$ cat src/hdl/mclp_ram.sv
// Generic single-write, single-read RAM with registered read data.
module mclp_ram #(
   parameter int WIDTH = 8,
   parameter int DEPTH = 16
) (
   input  logic                                  clock,
   input  logic                                  wr_en,
   input  logic [(DEPTH > 1 ? $clog2(DEPTH) : 1)-1:0] wr_addr,
   input  logic [WIDTH-1:0]                      wr_data,
   input  logic [(DEPTH > 1 ? $clog2(DEPTH) : 1)-1:0] rd_addr,
   output logic [WIDTH-1:0]                      rd_data
);
   logic [WIDTH-1:0] mem [DEPTH];

   always_ff @(posedge clock) begin
      if (wr_en) begin
         mem[wr_addr] <= wr_data;
      end
      rd_data <= mem[rd_addr];
   end
endmodule

$ cat config.mk
export PLATFORM = sky130hd
export DESIGN_NAME = mclp_ram
export DESIGN_NICKNAME = d
export VERILOG_FILES = /design/src/hdl/mclp_ram.sv
export SDC_FILE = /design/constraint.sdc
export NUM_CORES = 1
export LEC_CHECK = 0
export BUFFER_PORTS_ARGS = -buffer_cell sky130_fd_sc_hd__buf_2
export CORE_UTILIZATION = 25
export DETAILED_ROUTE_END_ITERATION = 8
export GPL_ROUTABILITY_DRIVEN = 1
export HOLD_SLACK_MARGIN = 0.08
export PLACE_DENSITY = 0.35
export SYNTH_ARGS = -nofsm -noshare
export SYNTH_HDL_FRONTEND = slang
export SYNTH_SLANG_ARGS = --single-unit
$ cat constraint.sdc
create_clock -name clock -period 3 [get_ports clock]
set_input_delay 0.15 -clock clock [delete_from_list [all_inputs] [get_ports clock]]
set_output_delay 0.15 -clock clock [all_outputs]
set_load 0.02 [all_outputs]
==> run_results.csv <==
group,metric,value,unit
run_status,status,"completed",
global_routing,grt_use_total,0.1166,
worst_setup_path,path_max_fanout,8,
cts,ctsResizeCount,0,
worst_setup_path,crit_path_top_delay_cell,"nor2_1",
power,irDropWorstVdd,0.4090,mV
synth,synth.area.top_cells,"edfxtp_1, mux4_2, mux4_1",
cts,cts_buffer_depth,2,
global_routing,antenna_found_initial,0,
timing,fin_skew,5.965,ps
route,dr.pass1.iters,4,
cts,cts_buffers,17,
power,seqPwrFrac,0.475,
cts,cts_sinks,136,
timing,slew_headroom,0.2734,
synth,synthXorXnorAreaFrac,0,
cts,postCtsSetupRepairBufs,0,
placed_design,io_buffers,25,
route,num_vias,2397,
cts,h-tree-depth,4,
route,finalWirelength,11440,um
timing,setup_viol,0,
cts,cts_hold_buf,0,
synth,synth_fa_ha_area_frac,0,
synth,synth_seq_cells,136,
die,start_util,0.2544,
global_routing,grt_pass1_wl,16910,um
synth,synth_mux_area_frac,0.1502,
worst_setup_path,r2r_start,"mem[2][5]",
global_routing,grt_max_degree,17,
placed_design,dpl_cell_area,0.005672,mm^2
worst_setup_path,startpoint,"wr_addr[2]",
power,powerDensity,715.8,mW/mm^2
timing,fmaxAchievable,0.6282,GHz
hold_path,hp-start,"wr_data[0]",
synth,synth-compound-area-share,0.02333,
power,combPwrFrac,0.047,
worst_setup_path,startpoint_type,"primary input",
hold_path,holdPathEnd,"mem[15][0]",
worst_setup_path,path_depth,3,
power,power.internal,3.593,mW
route,post_drt_via_cell_ratio,4.250,
worst_setup_path,worstReg2RegEnd,"rd_data[5]",
synth,synth_cell_types,19,
timing,period_minus_slack,1592,ps
placed_design,gp_congestion,0.6733,
worst_setup_path,critPathKind,"primary input to register",
synth,synth-simple-area-share,0.03184,
synth,synth_ff_type,"edfxtp_1",
worst_setup_path,rr_worst_depth,3,
timing,holdWs,126.2,ps
timing,finalCritPeriodShare,0.5306,
synth,synth_area_per_cell,22.48,um^2
global_routing,grt_overflow_total,0,
cts,clk_latency,410,ps
power,p_sw_frac,0.2012,
synth,synth-edff-count,128,
synth,yosys.area.top_type,"edfxtp_1",
route,drtIter0Drc,108,
power,p_leak,2.085,nW
worst_setup_path,critPathBufInv,1,
cts,tritoncts,"yes",
global_routing,grt_pass1_vias,2597,
final_layout,diodes,0,
power,netSwitchingPower,904.9,uW
die,pin_count,26,
power,pwr-share-clk,0.477,
die,dieArea,0.02117,mm^2
cts,clk_pin_slew,60,ps
hold_path,hp-class,"primary input to register",
synth,synth-async-reset-ratio,0,
placed_design,dpl.hpwl,7436,um
worst_setup_path,path_cells,"buf_2 > or3b_2 > nor2_1",
die,rows,52,
route,drc,0,
synth,yosysSeqAreaShare,0.7778,
timing,finalHoldViolCount,0,
hold_path,hold_depth,1,
worst_setup_path,max_stage_delay,840,ps
flow_run,maxCapViolCount,0,
route,final_antenna_net_count,0,
final_layout,drive_gt1_frac,0.3061,
cts,cts_root_buffer,"clkbuf_16",
die,die_x,145.5,um
synth,syn-cell-area,0.005147,mm^2
die,dieHeight,145.5,um
worst_setup_path,arrival,1620,ps
timing,rsz0062_at_grt,"no",
timing,drv_slew,0,
final_layout,finalInstanceArea,0.006284,mm^2
worst_setup_path,r2r_slack,1650,ps
synth,synthCells,229,
route,wl_per_cell,20.29,um
final_layout,finish.net_count,299,
synth,synth_top_family_by_area,"multiplexers",
worst_setup_path,critical-path-top-delay-family,"simple AND/OR/NAND/NOR gates",
synth,syn_nets,247,
synth,synth_warnings,0,
worst_setup_path,critPathCaptureType,"register",
timing,tightest_slew,1086,ps
worst_setup_path,required,3030,ps
synth,synth_top_area_share,0.7467,
timing,tns,0,ps
final_layout,area_delta_synth_final,22.07,%
die,coreArea,0.02023,mm^2
==> cell families after synthesis <==
logic type	after synthesis
compound gates	16
flops	136
simple gates	35
buf+inv	10
mux	32
==> flip-flops by register name, indices dropped and copies added (netlist names) <==
| register | cells |
|---|---|
| mem | 128 |
| rd_data | 8 |
==> cell usage after synthesis, types with 2 or more instances <==
cell,instances
a22oi_1,16
buf_2,3
buf_6,3
clkdlybuf4s25_2,3
dfxtp_1,8
edfxtp_1,128
mux4_1,14
mux4_2,18
nand2_1,9
nand2b_1,2
nand3b_1,2
nor2_1,13
nor3_1,4
==> cell usage in the layout (no fill, tap or decap), drive strengths merged <==
master,Yosys,routed
edfxtp,128,128
buf,7,43
mux4,32,32
clkbuf,0,19
a22oi,16,16
nor2,13,13
nand2,9,9
dfxtp,8,8
clkinv,0,7
nor3,4,4
bufinv,0,4
nand3b,2,2
nand2b,2,2
clkinvlp,0,2
nor2b,1,1
and2,1,1
and2b,1,1
nand3,1,1
or3b,1,1
==> per-stage QoR <==
step,setup slack (ps),std cells,power [mW],utilization
after floorplan,1357,229,2.296,-
after global placement,966.6,532,2.400,0.2803
after detailed placement,997.0,532,2.399,0.2803
after CTS,1443,564,4.559,0.3105
after global routing,1355,564,4.655,0.3105
final,1408,564,4.497,0.3105
==> area by class of cell <==
| class | count | area [um^2] |
|---|---|---|
| well taps | 270 | 337.8 |
| repair buffers | 43 | 272.8 |
| clock buffers | 19 | 432.9 |
| fillers | 1938 | 13950 |
| flip-flops and latches | 136 | 4004 |
| multi-input cells | 83 | 1057 |
| clock inverters | 13 | 178.9 |
==> power by group through the flow <==
stage	clock (mW)	sequential [mW]	combinational, mW
finish	2.15	2.14	0.213
global route	2.28	2.14	0.234
CTS	2.20	2.14	0.221
detailed placement	0	2.18	0.221
global placement	0	2.18	0.221
floorplan	0	2.19	0.108
==> routing by layer <==
metal  global-route usage  up-vias  share of wire
met5                    0        -              0
met4              0.04421        0          0.013
met3              0.03793       15          0.037
met2               0.1736       46           0.46
met1               0.1583     1257           0.49
li1                     -     1079              -
==> worst max-delay path by stage <==
stage	end
floorplan	mem[0][0]
global placement	rd_data[5]
detailed placement	rd_data[5]
CTS	rd_data[5]
global route	rd_data[5]
finish	mem[3][5]
Note: power is estimated with default switching activity, not from simulation.
